===== src/sv/mss_pkg.sv =====
// shared types, microcode table and segment table of the seven-segment scanner
package mss_pkg;

  localparam int DIGITS = 2;
  localparam int DIG_W  = $clog2(DIGITS);
  localparam int NUM_W  = $clog2(DIGITS + 1);

  localparam logic [7:0]  BLANK_CODE = 8'd10;
  localparam logic [31:0] RECIP10    = 32'hCCCCCCCD;

  typedef logic [DIG_W-1:0] digit_t;
  typedef logic [NUM_W-1:0] count_t;
  typedef logic [7:0]       code_t;
  typedef logic [3:0]       step_t;

  typedef enum logic [2:0] {
    CMD_TICK       = 3'd0,
    CMD_SET_CHAR   = 3'd1,
    CMD_SET_POINT  = 3'd2,
    CMD_SET_FLASH  = 3'd3,
    CMD_SET_NUMBER = 3'd4,
    CMD_CLEAR      = 3'd5
  } cmd_t;

  typedef enum logic [3:0] {
    OP_NOP       = 4'd0,
    OP_TICK_CNT  = 4'd1,
    OP_TICK_EMIT = 4'd2,
    OP_SET_CHAR  = 4'd3,
    OP_SET_POINT = 4'd4,
    OP_SET_FLASH = 4'd5,
    OP_NUM_DIV   = 4'd6,
    OP_NUM_WRITE = 4'd7,
    OP_CLEAR     = 4'd8
  } op_t;

  typedef enum logic [2:0] {
    COND_DISPATCH = 3'd0,
    COND_NEXT     = 3'd1,
    COND_JUMP     = 3'd2,
    COND_WAIT_OUT = 3'd3,
    COND_IF_DONE  = 3'd4
  } cond_t;

  localparam step_t S_IDLE   = 4'd0;
  localparam step_t S_TICK1  = 4'd1;
  localparam step_t S_TICK2  = 4'd2;
  localparam step_t S_SETC   = 4'd3;
  localparam step_t S_SETP   = 4'd4;
  localparam step_t S_SETF   = 4'd5;
  localparam step_t S_NUMCHK = 4'd6;
  localparam step_t S_NUMDIV = 4'd7;
  localparam step_t S_NUMWR  = 4'd8;
  localparam step_t S_CLR    = 4'd9;

  typedef struct packed {
    op_t   op;
    cond_t cond;
    step_t target;
  } ucode_t;

  typedef struct packed {
    logic accept;
    op_t  op;
  } ctrl_t;

  typedef struct packed {
    logic out_busy;
    logic num_done;
  } stat_t;

  function automatic ucode_t ucode_rom(input step_t s);
    ucode_t w;
    case (s)
      S_IDLE:   w = '{OP_NOP,       COND_DISPATCH, S_IDLE};
      S_TICK1:  w = '{OP_TICK_CNT,  COND_NEXT,     S_IDLE};
      S_TICK2:  w = '{OP_TICK_EMIT, COND_WAIT_OUT, S_IDLE};
      S_SETC:   w = '{OP_SET_CHAR,  COND_JUMP,     S_IDLE};
      S_SETP:   w = '{OP_SET_POINT, COND_JUMP,     S_IDLE};
      S_SETF:   w = '{OP_SET_FLASH, COND_JUMP,     S_IDLE};
      S_NUMCHK: w = '{OP_NOP,       COND_IF_DONE,  S_IDLE};
      S_NUMDIV: w = '{OP_NUM_DIV,   COND_NEXT,     S_IDLE};
      S_NUMWR:  w = '{OP_NUM_WRITE, COND_JUMP,     S_NUMCHK};
      S_CLR:    w = '{OP_CLEAR,     COND_JUMP,     S_IDLE};
      default:  w = '{OP_NOP,       COND_JUMP,     S_IDLE};
    endcase
    return w;
  endfunction

  function automatic step_t entry_of(input logic [2:0] cmd);
    step_t s;
    case (cmd)
      CMD_TICK:       s = S_TICK1;
      CMD_SET_CHAR:   s = S_SETC;
      CMD_SET_POINT:  s = S_SETP;
      CMD_SET_FLASH:  s = S_SETF;
      CMD_SET_NUMBER: s = S_NUMCHK;
      CMD_CLEAR:      s = S_CLR;
      default:        s = S_IDLE;
    endcase
    return s;
  endfunction

  function automatic logic [6:0] seg_pattern(input code_t c);
    logic [6:0] p;
    case (c)
      8'd0:    p = 7'h3F;
      8'd1:    p = 7'h06;
      8'd2:    p = 7'h5B;
      8'd3:    p = 7'h4F;
      8'd4:    p = 7'h66;
      8'd5:    p = 7'h6D;
      8'd6:    p = 7'h7D;
      8'd7:    p = 7'h07;
      8'd8:    p = 7'h7F;
      8'd9:    p = 7'h6F;
      8'd11:   p = 7'h79;
      8'd12:   p = 7'h73;
      default: p = 7'h00;
    endcase
    return p;
  endfunction

endpackage


===== src/sv/multiplexed_seven_segment_scanner.sv =====
// top level of the multiplexed seven-segment scanner
// tick: count step, then emit step registering the result, which waits while the output stalls
// set char, set point, set flash, clear: a write step, then back to dispatch
// set number: a done check, then one division step and one write per digit
// one request at a time, order kept by the microcode step counter
// reset: codes, flags, counter and scan cleared, half period 100, no clearing pass
module multiplexed_seven_segment_scanner (
  input  logic        clk,
  input  logic        rst_n,
  input  logic        in_tvalid,
  output logic        in_tready,
  input  logic [47:0] in_tdata,   // position, code, flag, option, number, length
  input  logic [2:0]  in_tuser,   // cmd
  output logic        out_tvalid,
  input  logic        out_tready,
  output logic [7:0]  out_tdata,  // segments
  output logic        out_tuser,  // digit_index
  input  logic        cfg_we,
  input  logic [15:0] cfg_wdata
);
  import mss_pkg::*;

  ctrl_t ctrl;
  stat_t stat;

  mss_useq u_useq (
    .clk       (clk),
    .rst_n     (rst_n),
    .in_tvalid (in_tvalid),
    .in_tuser  (in_tuser),
    .in_tready (in_tready),
    .stat      (stat),
    .ctrl      (ctrl)
  );

  mss_datapath u_datapath (
    .clk        (clk),
    .rst_n      (rst_n),
    .ctrl       (ctrl),
    .in_tdata   (in_tdata),
    .cfg_we     (cfg_we),
    .cfg_wdata  (cfg_wdata),
    .out_tready (out_tready),
    .out_tvalid (out_tvalid),
    .out_tuser  (out_tuser),
    .out_tdata  (out_tdata),
    .stat       (stat)
  );

endmodule


===== src/sv/mss_useq.sv =====
// microcode sequencer: step counter, control rom and conditional jumps
module mss_useq (
  input  logic          clk,
  input  logic          rst_n,
  input  logic          in_tvalid,
  input  logic [2:0]    in_tuser,
  output logic          in_tready,
  input  mss_pkg::stat_t stat,
  output mss_pkg::ctrl_t ctrl
);
  import mss_pkg::*;

  step_t  step_r;
  step_t  step_nxt;
  ucode_t uw;
  logic   accept;

  assign uw        = ucode_rom(step_r);
  assign in_tready = (uw.cond == COND_DISPATCH);
  assign accept    = in_tvalid && in_tready;

  always_comb begin
    case (uw.cond)
      COND_DISPATCH: step_nxt = accept ? entry_of(in_tuser) : S_IDLE;
      COND_NEXT:     step_nxt = step_r + 4'd1;
      COND_JUMP:     step_nxt = uw.target;
      COND_WAIT_OUT: step_nxt = stat.out_busy ? step_r : uw.target;
      COND_IF_DONE:  step_nxt = stat.num_done ? uw.target : step_r + 4'd1;
      default:       step_nxt = S_IDLE;
    endcase
  end

  always_ff @(posedge clk) begin
    if (!rst_n) begin
      step_r <= S_IDLE;
    end else begin
      step_r <= step_nxt;
    end
  end

  assign ctrl.accept = accept;
  assign ctrl.op     = uw.op;

endmodule


===== src/sv/mss_datapath.sv =====
// display datapath: digit store, blink counter, decimal conversion and output register
module mss_datapath (
  input  logic           clk,
  input  logic           rst_n,
  input  mss_pkg::ctrl_t ctrl,
  input  logic [47:0]    in_tdata,
  input  logic           cfg_we,
  input  logic [15:0]    cfg_wdata,
  input  logic           out_tready,
  output logic           out_tvalid,
  output logic           out_tuser,
  output logic [7:0]     out_tdata,
  output mss_pkg::stat_t stat
);
  import mss_pkg::*;

  logic [15:0] half_r;
  code_t       codes_r   [DIGITS];
  logic        point_r   [DIGITS];
  logic        cblink_r  [DIGITS];
  logic        pblink_r  [DIGITS];
  logic [16:0] cnt_r;
  logic [16:0] cnt_nxt;
  digit_t      scan_r;
  digit_t      scan_nxt;

  digit_t      pos_r;
  code_t       code_r;
  logic        flag_r;
  logic        opt_r;
  logic [31:0] rest_r;
  logic [31:0] q_r;
  count_t      len_r;
  count_t      i_r;

  logic        out_tvalid_r;
  logic        out_tuser_r;
  logic [7:0]  out_tdata_r;

  logic [16:0] cnt_inc;
  logic [16:0] twice;
  logic        visible;
  code_t       shown_code;
  logic        shown_point;
  logic        emit;
  logic        out_busy;
  logic [63:0] prod;
  logic [31:0] q10;
  logic [31:0] diff;
  logic [3:0]  dec_digit;
  logic        lead_blank;
  count_t      len_in;
  logic [1:0]  length_in;

  // request payload fields
  assign length_in = in_tdata[44:43];
  assign len_in    = (int'(length_in) > DIGITS) ? NUM_W'(DIGITS) : NUM_W'(length_in);

  // blink counter and scan advance
  assign cnt_inc  = cnt_r + 17'd1;
  assign twice    = {half_r, 1'b0};
  assign cnt_nxt  = (cnt_inc > twice) ? (cnt_inc - twice) : cnt_inc;
  assign scan_nxt = (int'(scan_r) == DIGITS - 1) ? '0 : scan_r + 1'b1;

  assign visible     = cnt_r < {1'b0, half_r};
  assign shown_code  = (cblink_r[scan_r] && !visible) ? BLANK_CODE : codes_r[scan_r];
  assign shown_point = point_r[scan_r] && !(pblink_r[scan_r] && !visible);

  assign out_busy = out_tvalid_r && !out_tready;
  assign emit     = (ctrl.op == OP_TICK_EMIT) && !out_busy;

  // divide by ten through the reciprocal, remainder in the next step
  assign prod       = rest_r * RECIP10;
  assign q10        = {q_r[28:0], 3'b000} + {q_r[30:0], 1'b0};
  assign diff       = rest_r - q10;
  assign dec_digit  = diff[3:0];
  assign lead_blank = (i_r != '0) && opt_r && (dec_digit == 4'd0) && (q_r == 32'd0);

  always_ff @(posedge clk) begin
    if (!rst_n) begin
      half_r       <= 16'd100;
      cnt_r        <= '0;
      scan_r       <= '0;
      out_tvalid_r <= 1'b0;
      i_r          <= '0;
      for (int k = 0; k < DIGITS; k++) begin
        codes_r[k]  <= '0;
        point_r[k]  <= 1'b0;
        cblink_r[k] <= 1'b0;
        pblink_r[k] <= 1'b0;
      end
    end else begin
      if (cfg_we) begin
        half_r <= cfg_wdata;
      end
      if (emit) begin
        out_tvalid_r <= 1'b1;
      end else if (out_tready) begin
        out_tvalid_r <= 1'b0;
      end
      if (ctrl.accept) begin
        i_r <= '0;
      end
      case (ctrl.op)
        OP_TICK_CNT: begin
          cnt_r  <= cnt_nxt;
          scan_r <= scan_nxt;
        end
        OP_SET_CHAR: begin
          if (int'(pos_r) < DIGITS) codes_r[pos_r] <= code_r;
        end
        OP_SET_POINT: begin
          if (int'(pos_r) < DIGITS) point_r[pos_r] <= flag_r;
        end
        OP_SET_FLASH: begin
          if (int'(pos_r) < DIGITS) begin
            if (opt_r) pblink_r[pos_r] <= flag_r;
            else       cblink_r[pos_r] <= flag_r;
          end
        end
        OP_NUM_WRITE: begin
          codes_r[i_r[DIG_W-1:0]] <= lead_blank ? BLANK_CODE : {4'd0, dec_digit};
          i_r <= i_r + 1'b1;
        end
        OP_CLEAR: begin
          for (int k = 0; k < DIGITS; k++) begin
            codes_r[k]  <= BLANK_CODE;
            point_r[k]  <= 1'b0;
            cblink_r[k] <= 1'b0;
            pblink_r[k] <= 1'b0;
          end
        end
        default: begin
        end
      endcase
    end
  end

  always_ff @(posedge clk) begin
    if (ctrl.accept) begin
      pos_r  <= in_tdata[DIG_W-1:0];
      code_r <= in_tdata[8:1];
      flag_r <= in_tdata[9];
      opt_r  <= in_tdata[10];
      rest_r <= in_tdata[42:11];
      len_r  <= len_in;
    end else if (ctrl.op == OP_NUM_WRITE) begin
      rest_r <= q_r;
    end
    if (ctrl.op == OP_NUM_DIV) begin
      q_r <= {3'b000, prod[63:35]};
    end
    if (emit) begin
      out_tuser_r <= scan_r;
      out_tdata_r <= {shown_point, seg_pattern(shown_code)};
    end
  end

  assign out_tvalid    = out_tvalid_r;
  assign out_tuser     = out_tuser_r;
  assign out_tdata     = out_tdata_r;
  assign stat.out_busy = out_busy;
  assign stat.num_done = (i_r >= len_r);

  a_num_bound: assert property (@(posedge clk) disable iff (!rst_n)
    (ctrl.op == OP_NUM_WRITE) |-> (i_r < len_r))
    else $error("digit write past length");

  a_emit_digit: assert property (@(posedge clk) disable iff (!rst_n)
    $rose(out_tvalid_r) |-> (out_tuser_r == scan_r))
    else $error("emitted digit differs from scan position");

  a_clear: assert property (@(posedge clk) disable iff (!rst_n)
    (ctrl.op == OP_CLEAR) |=> (codes_r[0] == BLANK_CODE) && !point_r[0]
                              && !cblink_r[0] && !pblink_r[0])
    else $error("clear left a digit set");

endmodule


===== config.mk =====
export PLATFORM = sky130hd
export DESIGN_NAME = multiplexed_seven_segment_scanner
export DESIGN_NICKNAME = d
export VERILOG_FILES = /design/src/sv/mss_pkg.sv /design/src/sv/multiplexed_seven_segment_scanner.sv /design/src/sv/mss_useq.sv /design/src/sv/mss_datapath.sv
export SDC_FILE = /design/constraint.sdc
export NUM_CORES = 1
export LEC_CHECK = 0
export BUFFER_PORTS_ARGS = -buffer_cell sky130_fd_sc_hd__buf_4
export CORE_UTILIZATION = 35
export CTS_CLUSTER_SIZE = 24
export DETAILED_ROUTE_END_ITERATION = 7
export PLACE_DENSITY = 0.58
export SYNTH_ARGS = -nofsm -noshare
export SYNTH_HDL_FRONTEND = slang
export SYNTH_HIERARCHICAL = 1
export SYNTH_SLANG_ARGS = --single-unit

===== constraint.sdc =====
create_clock -name clk -period 7.8 [get_ports clk]
set_input_delay 0.78 -clock clk [delete_from_list [all_inputs] [get_ports clk]]
set_output_delay 0.78 -clock clk [all_outputs]
set_load 0.02 [all_outputs]

Word-level counts from Yosys, hierarchy flattened
Memories as Yosys holds them, arrays and structs flattened. A register that Yosys moved wholly into a read port is not among the register bits.
Cells that the tools add are included.
Widths: inputs -> output; s select.
{"block": "totals", "ramBits": 22, "output_inout_bits": 11, "wordCells": 155, "rom_bits": 256, "input_bits": 72, "mem_count": 6, "regBits": 117}
{"block": "classes", "add_sub_neg": 7, "magnitude_cmp": 4, "eq_ne": 18, "bitwise": 8, "muxes": 69, "reduce_logical": 27, "multipliers": 1}
{"memory": "(name not given)", "words": 16, "word_bits": 9, "read_ports": 1, "rd_clocked_by_memory_dff": 1, "wr": 0, "line_no": "mss_pkg.sv:74", "text": "case (s)"}
{"memory": "(name not given)", "words": 16, "word_bits": 7, "read_ports": 1, "rd_clocked_by_memory_dff": 1, "wr": 0, "line_no": "mss_pkg.sv:106", "text": "case (c)"}
{"memory": "u_datapath.codes_r", "words": 2, "word_bits": 8, "read_ports": 1, "rd_clocked_by_memory_dff": 1, "wr": 2, "line_no": "mss_datapath.sv:18", "text": "code_t codes_r [DIGITS];"}
{"memory": "u_datapath.cblink_r", "words": 2, "word_bits": 1, "read_ports": 1, "rd_clocked_by_memory_dff": 1, "wr": 2, "line_no": "mss_datapath.sv:20", "text": "logic cblink_r [DIGITS];"}
{"memory": "u_datapath.pblink_r", "words": 2, "word_bits": 1, "read_ports": 1, "rd_clocked_by_memory_dff": 1, "wr": 2, "line_no": "mss_datapath.sv:21", "text": "logic pblink_r [DIGITS];"}
{"memory": "u_datapath.point_r", "words": 2, "word_bits": 1, "read_ports": 1, "rd_clocked_by_memory_dff": 1, "wr": 2, "line_no": "mss_datapath.sv:19", "text": "logic point_r [DIGITS];"}
{"op": "$mul 32x32->64 const B", "n": 1}
{"op": "$mux 32", "n": 2}
{"op": "$mux 1", "n": 51}
{"op": "$mux 8", "n": 5}
{"op": "$logic_not 32->1", "n": 1}
{"op": "$mux 4", "n": 6}
{"op": "$pmux 4 s6", "n": 1}
{"op": "$pmux 4 s5", "n": 1}
{"op": "$add 17x1->17 const B", "n": 1}
{"op": "$gt 17x17->1", "n": 1}
{"op": "$lt 17x16->1", "n": 1}
{"op": "$mux 17", "n": 1}
{"op": "$sub 17x17->17", "n": 1}
{"op": "$eq 4x3->1 const B", "n": 4}
{"op": "$reduce_or 8->1", "n": 2}
{"op": "$eq 3x2->1 const B", "n": 4}
{"op": "$eq 3x3->1 const B", "n": 3}
{"op": "$logic_and 1x1->1", "n": 9}
{"op": "$eq 4x2->1 const B", "n": 2}
{"op": "$logic_not 4->1", "n": 2}
{"op": "$or 1x1->1", "n": 8}
{"op": "$eq 3x1->1 const B", "n": 2}
{"op": "$logic_not 3->1", "n": 2}
{"op": "$reduce_bool 2->1", "n": 3}
{"op": "13 further kinds", "n": 20}

Longest topological paths before layout
Gate-level depths: netlist of run 1.
{"block": "logic_depth", "ltp_word": 7, "depth_mapped": 26, "mapped_depth_nobuf": 26}

Hierarchy
The synthesis of run 1 kept the hierarchy.
{"mod": "mss_datapath", "cells_each": 2388, "seq_area_each_um2": 3913.8, "area_per_inst_um2": 24393.4, "instances": 1}
{"mod": "mss_useq", "cells_each": 107, "seq_area_each_um2": 240.2, "area_per_inst_um2": 960.9, "instances": 1}

Least setup slack after synthesis of run 1
OpenSTA, ideal clock, no wires.
{"block": "synth_path", "path_kind": "register to register", "from": "register u_datapath.rest_r[11]", "to": "register u_datapath.q_r[22] (data pin)", "arrival_ns": 6.515, "synth_period_minus_slack_ns": 6.777, "path_slack_ns": 1.023, "setup_time_ns": 0.262, "required_time_ns": 7.538, "path_buffers": 1, "path_stages_with_launch": 24, "cell_sequence": "edfxtp_1 > ha_1 > clkbuf_1 > inv_1 > fa_1 > fa_1 > fa_1 > inv_1 > fa_1 > fa_1 > inv_1 > fa_1 > inv_1 > ha_1 > ha_1 > a21oi_1 > o21bai_1 > a21o_1 > a211oi_1 > o21ai_1 > a211oi_1 > and3_1 > a21oi_1 > xor2_1"}
{"block": "synth_via", "elab_chain_cells": 1}
{"item": "start: declaration", "line_no": "mss_datapath.sv:31", "text": "logic [31:0] rest_r;"}
{"item": "start signal: assignment", "line_no": "mss_datapath.sv:145", "text": "rest_r <= in_tdata[42:11];"}
{"item": "start signal: assignment", "line_no": "mss_datapath.sv:148", "text": "rest_r <= q_r;"}
{"item": "$mul 32x32->64", "line_no": "mss_datapath.sv:73", "text": "assign prod = rest_r * RECIP10;"}
{"item": "named net u_datapath.prod[57]", "line_no": "mss_datapath.sv:47", "text": "logic [63:0] prod;"}
{"item": "end signal: assignment", "line_no": "mss_datapath.sv:151", "text": "q_r <= {3'b000, prod[63:35]};"}
{"item": "end: declaration", "line_no": "mss_datapath.sv:32", "text": "logic [31:0] q_r;"}
The timed path passes the listed nets, and every way through them passes these cells.
A chain may end at the register's enable or synchronous reset.

Worst setup path after layout of run 1
{"block": "layout_path", "from": "register u_datapath.rest_r[9]", "to": "register u_datapath.q_r[22] (data pin)"}
Same word-level chain as after synthesis.

==> run summary, run 1 <==
======================================================================================================
Area growth from synthesis to layout                                                             10.2%
Ys flop type                                                                              sky130_fd_sc_hd__edfxtp_1
Status                                                                                    complete, no violations
FF+latch count, synth                                                                              155
CTS tree                                                                                           yes
Total I/O pin count                                                                                 83
Maximum number of pins on one net before global-route repair                                        50
Critical path startpoint                                                                  u_datapath/rest_r[9]
Clock buffer depth                                                                                   2
Yosys warns                                                                                          6
Largest stage delay on the critical path                                                        650 ps
Area of the placeable core                                                                 71600 sq um
Slowest CP cell                                                                           sky130_fd_sc_hd__ha_1
Worst slew margin relative to its limit                                                          37.2%
Number of global-route vias before repair                                                        19021
Number of synthesized flops with an enable pin                                                     105
Antenna diode count                                                                                  0
Beginning of the worst register-to-register path                                          u_datapath/rest_r[9]
Quantity of I/O buffers inserted on ports                                                           79
Clock transition at the register clock pins on the worst setup and hold paths after CTS          70 ps
Ratio of routed vias to standard cells                                                            5.03
Unrepaired setup endpoints after global routing                                                  false
Net count, final                                                                                  3452
Floorplan die area                                                                         73500 sq um
Startpoint type of the worst setup path                                                       register
Hold buffers post-CTS                                                                                0
Number of buffers added by the clock tree synthesis step                                            17
Fraction of synthesized cell area taken by the top area cell type                                30.6%
Reported max-cap violation count                                                                     0
Initial Utilization                                                                              35.4%
Start point of the worst hold path                                                        u_datapath/scan_r
Deepest level of the CTS H-tree                                                                      4
Number of hold-slack violations in the final timing report                                           0
Post-DP HPWL                                                                                   64.1 mm
CP Max Fanout                                                                                        8
Grt ovf                                                                                              0
Pin slew with the least headroom to its limit                                                   941 ps
Sequential-to-total area share from yosys stat                                                   16.4%
Mean cell area of the mapped netlist                                                        10.2 sq um
DRC violation total after the first TritonRoute iteration                                         1102
First-pass GRT wire length                                                                      111 mm
Final setup violation count                                                                          0
Horiz. Die Dim                                                                                  271 um
Initial antenna violation count                                                                      0
Share of async-settable or async-resettable flops after synthesis                                   0%
Share of cells above drive strength 1                                                            9.35%
GRT Total Usage                                                                                  20.2%
Post-detailed-routing wire length                                                              72.9 mm
Post-Synthesis Cells                                                                              2495
Weighted congestion at the end of routability-driven global placement                            0.980
Drc violations                                                                                       0
Clk_lat worst skew                                                                              450 ps
Nets in the synthesized netlist                                                                   3351
Post-route antenna net violation count                                                               0
Post-route minimum period                                                                      7560 ps
Vias after detailed routing                                                                      17895
Total negative slack                                                                              0 ps
Achievable frequency                                                                         0.132 GHz
Non-filler instance count after layout                                                            3559
Cell repeated most along the worst path                                                   sky130_fd_sc_hd__fa_1
Placed instance area                                                                       27300 sq um
Final worst path period share                                                                    96.9%
Critical path cell sequence                                                               ha_1, inv_1, fa_1, fa_1, fa_1, inv_1, fa_1, fa_1, inv_1, fa_1, inv_1, ha_1, ha_1, a21oi_1, o21bai_1, a21o_1, a211oi_1, o21ai_1, a211oi_1, buf_4, and3_1, a21oi_1, xor2_1
Row cnt                                                                                             98
Vertical die dimension                                                                          271 um
Setup ws final                                                                                  244 ps
Setup clock skew after layout                                                                  15.3 ps
Slew Limit Fails                                                                                     0
Setup Slack @ Placement                                                                         238 ps
Cell area after technology mapping                                                         25400 sq um
Netlist cell types                                                                                  95
Final instance area                                                                        27900 sq um
Count of placed standard cells including taps                                                     3527
Count of clock tree sinks                                                                          155
Req. time, crit path                                                                           7990 ps
Setup crit end kind                                                                           register
WS Path Type                                                                                   reg2reg
Total iterations of the first detailed-routing run                                                   5
Ranking of synthesized cells by area                                                      sky130_fd_sc_hd__fa_1 31%, sky130_fd_sc_hd__ha_1 20%, sky130_fd_sc_hd__edfxtp_1 12%, sky130_fd_sc_hd__inv_1 8.6%, sky130_fd_sc_hd__dfxtp_1 3.9%
Per-cell routed wire length                                                                    20.5 um
Root buf cell                                                                             sky130_fd_sc_hd__clkbuf_16
Post-synth top area cell                                                                  sky130_fd_sc_hd__fa_1
CP Data Arrival Time                                                                           7750 ps
Hold crit path type                                                                            reg2reg
======================================================================================================
flip-flops by register name, summed over array words and instances, names as in the netlist, named ones only:
| name | flops |
|---|---|
| u_datapath/cblink_r | 2 |
| u_datapath/cnt_r | 17 |
| u_datapath/code_r | 8 |
| u_datapath/codes_r | 16 |
| u_datapath/flag_r | 1 |
| u_datapath/half_r | 16 |
| u_datapath/i_r | 2 |
| u_datapath/len_r | 2 |
| u_datapath/opt_r | 1 |
| u_datapath/out_tdata | 8 |
| u_datapath/out_tuser | 1 |
| u_datapath/out_tvalid | 1 |
| u_datapath/pblink_r | 2 |
| u_datapath/point_r | 2 |
| u_datapath/pos_r | 1 |
| u_datapath/q_r | 29 |
| u_datapath/rest_r | 32 |
| u_datapath/scan_r | 1 |
| u_useq/step_r | 4 |
| u_useq/uw | 8 |
timing repair:
| item | 4_1_cts | 5_1_grt |
|---|---|---|
| buffers inserted | 0 | 0 |
| endpoints found under the setup margin | 0 | 7 |
| gates resized for setup | 0 | 5 |
Yosys cell counts (7+ instances only):
| library cell | number |
|---|---|
| sky130_fd_sc_hd__ha_1 | 397 |
| sky130_fd_sc_hd__inv_1 | 580 |
| sky130_fd_sc_hd__fa_1 | 387 |
| sky130_fd_sc_hd__nand2b_1 | 14 |
| sky130_fd_sc_hd__o21bai_1 | 9 |
| sky130_fd_sc_hd__o22ai_1 | 7 |
| sky130_fd_sc_hd__o21ai_0 | 52 |
| sky130_fd_sc_hd__nor2_1 | 105 |
| sky130_fd_sc_hd__buf_4 | 10 |
| sky130_fd_sc_hd__mux2_2 | 34 |
| sky130_fd_sc_hd__o211ai_1 | 16 |
| sky130_fd_sc_hd__a31oi_1 | 8 |
| sky130_fd_sc_hd__nand2_1 | 100 |
| sky130_fd_sc_hd__nor2b_1 | 18 |
| sky130_fd_sc_hd__mux2i_1 | 27 |
| sky130_fd_sc_hd__dfxtp_1 | 50 |
| sky130_fd_sc_hd__o21a_1 | 11 |
| sky130_fd_sc_hd__nand3_1 | 36 |
| sky130_fd_sc_hd__and3_1 | 20 |
| sky130_fd_sc_hd__xnor2_1 | 54 |
| sky130_fd_sc_hd__nor4_1 | 11 |
| sky130_fd_sc_hd__xor2_1 | 57 |
| sky130_fd_sc_hd__clkbuf_1 | 39 |
| sky130_fd_sc_hd__a211o_1 | 9 |
| sky130_fd_sc_hd__a21o_1 | 46 |
| sky130_fd_sc_hd__a21oi_1 | 86 |
| sky130_fd_sc_hd__a211oi_1 | 23 |
| sky130_fd_sc_hd__nor3_1 | 22 |
| sky130_fd_sc_hd__edfxtp_1 | 105 |
| sky130_fd_sc_hd__and2_1 | 32 |
| sky130_fd_sc_hd__nand4_1 | 23 |
critical path: cells and delay by family, from the launching register on:
family,cells,cell delay (ps)
DFF,1,590
buffers and inverters,5,540
xor gates and xnor gates,1,140
and+or+nand+nor,1,160
adders and majority gates,9,4380
AOI/OAI and AO/OA,7,1460
metal layers:
metal	vias up	global-route usage, %	wire length (um)
li1	8333	-	-
met1	9022	27.0	32500
met2	461	33.6	34500
met3	79	3.30	3990
met4	0	5.60	1890
met5	-	0	0
cells by family (layout without fill, tap and decap cells):
family | Yosys count | count (layout) | share of synthesized area [%]
compound gates | 329 | 329 | 9.09
buf+inv | 636 | 750 | 9.62
mux | 61 | 61 | 2.58
flops | 155 | 155 | 16.4
simple gates | 419 | 419 | 8.34
xor+xnor | 111 | 111 | 3.83
fa+ha+maj | 784 | 784 | 50.1
through the flow:
stage	hold WS (ps)	utilization [%]
2_1_floorplan	429	-
3_3_place_gp	446	38.2
3_5_place_dp	445	38.2
4_1_cts	460	39.0
5_1_grt	482	39.0
6_report	462	39.0
area by class of cell:
cell class              count  area (sq um)
fillers                  7158         43700
multi-input cells        1704         18800
flip-flops and latches    155          4150
inverters                 581          2180
well taps                 950          1190
repair buffers            137          1030
clock buffers              18           429
clock inverters            14           153
final timing paths:
check | end | slack (ps) | depth (start not counted)
setup / recovery | u_datapath/q_r[22] | 240 | 23
hold / removal | u_datapath/out_tuser | 460 | 0
setup reg to reg | u_datapath/q_r[22] | 240 | 23
hold reg to reg | u_datapath/out_tuser | 460 | 0
placed cells by master (no fill, tap or decap), types with 20 or more instances in the layout:
cell / count
sky130_fd_sc_hd__fa_1: 387
sky130_fd_sc_hd__and3_1: 20
sky130_fd_sc_hd__xnor2_1: 54
sky130_fd_sc_hd__edfxtp_1: 105
sky130_fd_sc_hd__ha_1: 394
sky130_fd_sc_hd__dfxtp_1: 50
sky130_fd_sc_hd__inv_1: 580
sky130_fd_sc_hd__and2_1: 32
sky130_fd_sc_hd__nand2_1: 100
sky130_fd_sc_hd__buf_4: 137
sky130_fd_sc_hd__mux2i_1: 27
sky130_fd_sc_hd__nand3_1: 36
sky130_fd_sc_hd__xor2_1: 57
sky130_fd_sc_hd__a211oi_1: 23
sky130_fd_sc_hd__nand4_1: 23
sky130_fd_sc_hd__a21o_1: 46
sky130_fd_sc_hd__a21oi_1: 86
sky130_fd_sc_hd__mux2_2: 34
sky130_fd_sc_hd__nor2_1: 105
sky130_fd_sc_hd__nor3_1: 21
sky130_fd_sc_hd__o21ai_0: 52
Power of run 1 is left out: the tool's default activity adds up to more than one toggle a clock period on the data nets, which glitch-free logic cannot reach.
==> run 2, diff against run 1 <==
--- a/config.mk
+++ b/config.mk
@@ -6,10 +6,12 @@
 export NUM_CORES = 1
 export LEC_CHECK = 0
 export BUFFER_PORTS_ARGS = -buffer_cell sky130_fd_sc_hd__buf_4
-export CORE_UTILIZATION = 35
-export CTS_CLUSTER_SIZE = 24
+export CELL_PAD_IN_SITES_DETAIL_PLACEMENT = 0
+export CELL_PAD_IN_SITES_GLOBAL_PLACEMENT = 1
+export CORE_UTILIZATION = 52
+export CTS_CLUSTER_SIZE = 25
 export DETAILED_ROUTE_END_ITERATION = 7
-export PLACE_DENSITY = 0.58
+export PLACE_DENSITY = 0.91
 export SYNTH_ARGS = -nofsm -noshare
 export SYNTH_HDL_FRONTEND = slang
 export SYNTH_HIERARCHICAL = 1
==> run summary, run 2 (synthesis gave the netlist of run 1 again) <==
======================================================================================================
Commonest cells after routing, fill and taps aside                                        580 x sky130_fd_sc_hd__inv_1, 393 x sky130_fd_sc_hd__ha_1, 387 x sky130_fd_sc_hd__fa_1
Setup crit end kind                                                                           register
Clock buffer depth                                                                                   2
Per-cell routed wire length                                                                    21.3 um
Count of clock tree sinks                                                                          155
Vertical die dimension                                                                          223 um
Largest registers                                                                         u_datapath/rest_r (32), u_datapath/q_r (29), u_datapath/cnt_r (17)
First-pass GRT wire length                                                                      106 mm
Beginning of the worst register-to-register path                                          u_datapath/rest_r[17]
Fill count                                                                                        4091
Status                                                                                    complete, no violations
Post-route minimum period                                                                      7600 ps
Area growth from synthesis to layout                                                             8.02%
Reported max-cap violation count                                                                     0
RR Endpoint                                                                               u_datapath/q_r[23]
Non-filler instance count after layout                                                            3208
WP buf/inv                                                                                           5
Largest register FFs                                                                                32
Antenna diode count                                                                                  0
Setup Slack @ Placement                                                                         187 ps
Number of buffers added by the clock tree synthesis step                                            17
Reg area                                                                                    4150 sq um
Final setup violation count                                                                          0
Area of the placeable core                                                                 47900 sq um
Start point of the worst hold path                                                        u_datapath/scan_r
Initial antenna violation count                                                                      0
CP Max Fanout                                                                                        5
Final instance area                                                                        27400 sq um
Largest stage delay on the critical path                                                        540 ps
Clk_lat worst skew                                                                              440 ps
Vias after detailed routing                                                                      18123
Setup clock skew after layout                                                                  14.0 ps
Horiz. Die Dim                                                                                  223 um
Drc violations                                                                                       0
Initial Utilization                                                                              52.9%
Share of cells above drive strength 1                                                            8.83%
DRC violation total after the first TritonRoute iteration                                         1325
Post-route antenna net violation count                                                               0
Slowest CP cell                                                                           sky130_fd_sc_hd__edfxtp_1
Floorplan die area                                                                         49600 sq um
Multi-input gate area in the final layout                                                  18800 sq um
Placed instance area                                                                       26800 sq um
Clock transition at the register clock pins on the worst setup and hold paths after CTS          60 ps
Post-DP HPWL                                                                                   60.1 mm
Ratio of routed vias to standard cells                                                            5.65
Post-CTS setup buffers                                                                               0
Count of placed standard cells including taps                                                     3176
Final worst path period share                                                                    97.4%
Number of hold-slack violations in the final timing report                                           0
Req. time, crit path                                                                           7970 ps
Most common library cell in the layout ignoring fill and taps                             sky130_fd_sc_hd__inv_1
Slew Limit Fails                                                                                     0
Root buf cell                                                                             sky130_fd_sc_hd__clkbuf_16
Number of global-route vias before repair                                                        19344
GRT Total Usage                                                                                  28.3%
Setup ws final                                                                                  205 ps
Total negative slack                                                                              0 ps
Pin slew with the least headroom to its limit                                                   926 ps
Quantity of I/O buffers inserted on ports                                                           79
Hold crit path type                                                                            reg2reg
CTS tree                                                                                           yes
Weighted congestion at the end of routability-driven global placement                             1.02
Unrepaired setup endpoints after global routing                                                  false
Total I/O pin count                                                                                 83
Achievable frequency                                                                         0.132 GHz
Flop-to-flop setup slack                                                                        200 ps
Hold Path Cell Cnt                                                                                   0
Maximum number of pins on one net before global-route repair                                        50
Startpoint type of the worst setup path                                                       register
Family with the most delay on the worst path                                               adder cells
Post-detailed-routing wire length                                                              68.4 mm
Net count, final                                                                                  3436
CP Data Arrival Time                                                                           7770 ps
Top register by number of flip-flops                                                      u_datapath/rest_r
Total iterations of the first detailed-routing run                                                   7
WS Path Type                                                                                   reg2reg
Critical path cell sequence                                                               ha_1, inv_1, fa_1, inv_1, fa_1, inv_1, fa_1, inv_1, fa_1, fa_1, fa_1, fa_1, ha_1, a211oi_1, o21a_1, o31ai_1, nand2_1, o311ai_2, buf_4, a21oi_2, o41ai_2, xor2_1
Deepest level of the CTS H-tree                                                                      4
Worst slew margin relative to its limit                                                          37.7%
R2R depth                                                                                           22
Grt ovf                                                                                              0
Cell repeated most along the worst path                                                   sky130_fd_sc_hd__fa_1
Worst hold path endpoint                                                                  u_datapath/out_tuser
Row cnt                                                                                             80
======================================================================================================
run 2: cell types whose count changed in the layout (fill, tap and decap cells not counted), moves of 2 or more:
cell | previous run | this run
sky130_fd_sc_hd__clkinv_2 | 2 | 4
sky130_fd_sc_hd__clkinvlp_4 | 0 | 2
sky130_fd_sc_hd__inv_8 | 4 | 1
sky130_fd_sc_hd__buf_4 | 137 | 121
run 2: per-layer routing:
metal	track usage, %	up-vias	part of all wire (%)
met5	0	-	0
met1	37.3	9046	42
met2	47.2	647	48
met3	4.21	134	6.2
li1	-	8296	-
met4	10.4	0	4.0
run 2: what timing repair did:
| item | in CTS | in global routing |
|---|---|---|
| endpoints found under the setup margin | 0 | 5 |
| resized for setup | 0 | 7 |
| hold buffers | 0 | 0 |
run 2: worst max-delay path by stage:
stage          slack (ps)  cells after the start            endpoint             startpoint
6_report              200                     22  u_datapath/q_r[23]  u_datapath/rest_r[17]
3_3_place_gp          270                     25  u_datapath/q_r[22]  u_datapath/rest_r[27]
3_5_place_dp          190                     25  u_datapath/q_r[22]  u_datapath/rest_r[27]
2_1_floorplan        1020                     23  u_datapath/q_r[22]  u_datapath/rest_r[11]
5_1_grt                10                     24  u_datapath/q_r[21]  u_datapath/rest_r[17]
4_1_cts               150                     25  u_datapath/q_r[22]  u_datapath/rest_r[27]
run 2: area by class of cell:
cell class | instances | area share [%]
Inverter | 581 | 7.97
Multi-Input combinational cell | 1704 | 68.6
Clock buffer | 18 | 1.57
Clock inverter | 14 | 0.525
Timing Repair Buffer | 121 | 3.32
Sequential cell | 155 | 15.2
Tap cell | 615 | 2.81
run 2: worst register-to-register path: stages, from the launching register on:
cell	delay (ps)
sky130_fd_sc_hd__edfxtp_1	540
sky130_fd_sc_hd__ha_1	530
sky130_fd_sc_hd__inv_1	200
sky130_fd_sc_hd__fa_1	540
sky130_fd_sc_hd__inv_1	50
sky130_fd_sc_hd__fa_1	540
sky130_fd_sc_hd__inv_1	70
sky130_fd_sc_hd__fa_1	490
sky130_fd_sc_hd__inv_1	60
sky130_fd_sc_hd__fa_1	540
sky130_fd_sc_hd__fa_1	440
sky130_fd_sc_hd__fa_1	530
sky130_fd_sc_hd__fa_1	420
sky130_fd_sc_hd__ha_1	470
sky130_fd_sc_hd__a211oi_1	140
sky130_fd_sc_hd__o21a_1	210
sky130_fd_sc_hd__o31ai_1	400
sky130_fd_sc_hd__nand2_1	120
sky130_fd_sc_hd__o311ai_2	300
sky130_fd_sc_hd__buf_4	210
sky130_fd_sc_hd__a21oi_2	110
sky130_fd_sc_hd__o41ai_2	340
sky130_fd_sc_hd__xor2_1	110
run 2: metrics by stage:
step | hold WS (ps) | utilization, %
2_1_floorplan | 429 | -
3_3_place_gp | 444 | 55.9
3_5_place_dp | 454 | 55.9
4_1_cts | 466 | 57.1
5_1_grt | 473 | 57.1
6_report | 465 | 57.1
Power of run 2 is left out for the same reason.
==> run 3, diff against run 2 <==
--- a/config.mk
+++ b/config.mk
@@ -8,10 +8,12 @@
 export BUFFER_PORTS_ARGS = -buffer_cell sky130_fd_sc_hd__buf_4
 export CELL_PAD_IN_SITES_DETAIL_PLACEMENT = 0
 export CELL_PAD_IN_SITES_GLOBAL_PLACEMENT = 1
+export CORE_MARGIN = 8
 export CORE_UTILIZATION = 52
 export CTS_CLUSTER_SIZE = 25
 export DETAILED_ROUTE_END_ITERATION = 7
 export PLACE_DENSITY = 0.91
+export RECOVER_POWER = 100
 export SYNTH_ARGS = -nofsm -noshare
 export SYNTH_HDL_FRONTEND = slang
 export SYNTH_HIERARCHICAL = 1
==> run summary, run 3 (synthesis gave the netlist of run 1 again) <==
======================================================================================================
Status                                                                                    complete, but fails checks
Failing checks                                                                            max-capacitance violations, max-slew violations
Deepest level of the CTS H-tree                                                                      4
WP buf/inv                                                                                           6
Post-detailed-routing wire length                                                              68.4 mm
Initial Utilization                                                                              52.2%
Slowest CP cell                                                                           sky130_fd_sc_hd__edfxtp_1
CTS tree                                                                                           yes
Largest registers                                                                         u_datapath/rest_r (32), u_datapath/q_r (29), u_datapath/cnt_r (17)
Most common library cell in the layout ignoring fill and taps                             sky130_fd_sc_hd__inv_1
Ratio of routed vias to standard cells                                                            5.65
Weighted congestion at the end of routability-driven global placement                             1.02
Total negative slack                                                                              0 ps
DRC violation total after the first TritonRoute iteration                                         1345
Count of clock tree sinks                                                                          155
Root buf cell                                                                             sky130_fd_sc_hd__clkbuf_16
Busiest layer in global routing                                                                   met2
Vias after detailed routing                                                                      18156
Slew Limit Fails                                                                                   146
Quantity of I/O buffers inserted on ports                                                           79
Family with the most delay on the worst path                                               adder cells
Pin slew with the least headroom to its limit                                                  2240 ps
Reported max-cap violation count                                                                     4
Area of the placeable core                                                                 48500 sq um
Unrepaired setup endpoints after global routing                                                  false
Reg area                                                                                    4150 sq um
Cell repeated most along the worst path                                                   sky130_fd_sc_hd__fa_1
WS Path Type                                                                                   reg2reg
Count of placed standard cells including taps                                                     3183
Post-Route Hold Slack                                                                           491 ps
Met1 routing resource usage after global routing                                                 31.8%
Flop-to-flop setup slack                                                                        290 ps
Row cnt                                                                                             81
Top register by number of flip-flops                                                      u_datapath/rest_r
Largest stage delay on the critical path                                                        550 ps
Antenna diode count                                                                                  0
Req. time, crit path                                                                           7980 ps
Number of global-route vias before repair                                                        19148
Clk_lat worst skew                                                                              440 ps
Largest register FFs                                                                                32
CP Data Arrival Time                                                                           7700 ps
Number of hold-slack violations in the final timing report                                           0
First-pass GRT wire length                                                                      107 mm
Maximum number of pins on one net before global-route repair                                        50
Non-filler instance count after layout                                                            3215
Post-route antenna net violation count                                                               0
Post-DP HPWL                                                                                   60.1 mm
Clock transition at the register clock pins on the worst setup and hold paths after CTS          60 ps
Total iterations of the first detailed-routing run                                                   6
GRT Total Usage                                                                                  24.6%
Post-CTS setup buffers                                                                               0
Met2 usage in global routing                                                                     40.2%
Floorplan die area                                                                         56100 sq um
Hold buffers post-CTS                                                                                0
Hold crit path type                                                                            reg2reg
Setup clock skew after layout                                                                  12.5 ps
Commonest cells after routing, fill and taps aside                                        580 x sky130_fd_sc_hd__inv_1, 395 x sky130_fd_sc_hd__ha_1, 387 x sky130_fd_sc_hd__fa_1
Horiz. Die Dim                                                                                  237 um
Vertical die dimension                                                                          237 um
Share of cells above drive strength 1                                                            7.37%
Final worst path period share                                                                    96.3%
Drc violations                                                                                       0
Post-CTS sizing                                                                                      0
Area growth from synthesis to layout                                                             7.48%
CP Max Fanout                                                                                        7
Startpoint type of the worst setup path                                                       register
Worst slew margin relative to its limit                                                         -50.4%
Total I/O pin count                                                                                 83
Post-route minimum period                                                                      7510 ps
Grt ovf                                                                                              0
Initial antenna violation count                                                                      2
Net count, final                                                                                  3436
Fill count                                                                                        4177
Final setup violation count                                                                          0
Setup crit end kind                                                                           register
Clock buffer depth                                                                                   2
Number of buffers added by the clock tree synthesis step                                            17
Multi-input gate area in the final layout                                                  18700 sq um
Critical path cell sequence                                                               ha_2, inv_1, fa_1, inv_1, fa_1, inv_1, fa_1, inv_1, fa_1, fa_1, fa_1, inv_1, fa_1, inv_1, ha_1, nand4_2, or3_1, or2_1, o22ai_1, a211oi_1, nor2_2, a41oi_2, o21ai_2, xor2_1
Per-cell routed wire length                                                                    21.3 um
Achievable frequency                                                                         0.133 GHz
Routing usage on met3                                                                            4.17%
======================================================================================================
-- run 3: path summary, 6_finish.rpt --
check,from,to,cells after the start
min,u_datapath/scan_r,u_datapath/out_tuser,0
max reg2reg,u_datapath/rest_r[17],u_datapath/q_r[21],24
min reg2reg,u_datapath/scan_r,u_datapath/out_tuser,0
max,u_datapath/rest_r[17],u_datapath/q_r[21],24
-- run 3: area by class of cell --
| class | instances | share of cell area (%) |
|---|---|---|
| clock buffer | 19 | 1.59 |
| multi-input combinational | 1704 | 68.7 |
| sequential | 155 | 15.2 |
| timing repair buffer | 121 | 3.06 |
| inverter | 581 | 8.01 |
| tap | 622 | 2.86 |
| clock inverter | 13 | 0.519 |
-- run 3: per-layer routing --
metal,vias to the layer above,share of wire (%),wire (um)
li1,8299,-,-
met1,9063,41,28200
met2,634,47,31900
met3,156,6.6,4520
met4,4,5.4,3720
met5,-,0.042,29
-- run 3: metrics by stage --
| stage | setup WS [ps] | area (sq um) | utilization, % |
|---|---|---|---|
| 4_1_cts | 205 | 27400 | 56.4 |
| 5_1_grt | 13.9 | 27200 | 56.1 |
| 3_3_place_gp | 302 | 26800 | 55.2 |
| 3_5_place_dp | 211 | 26800 | 55.2 |
| 2_1_floorplan | 1020 | 25400 | - |
| 6_report | 288 | 27200 | 56.1 |
Power of run 3 is left out for the same reason.
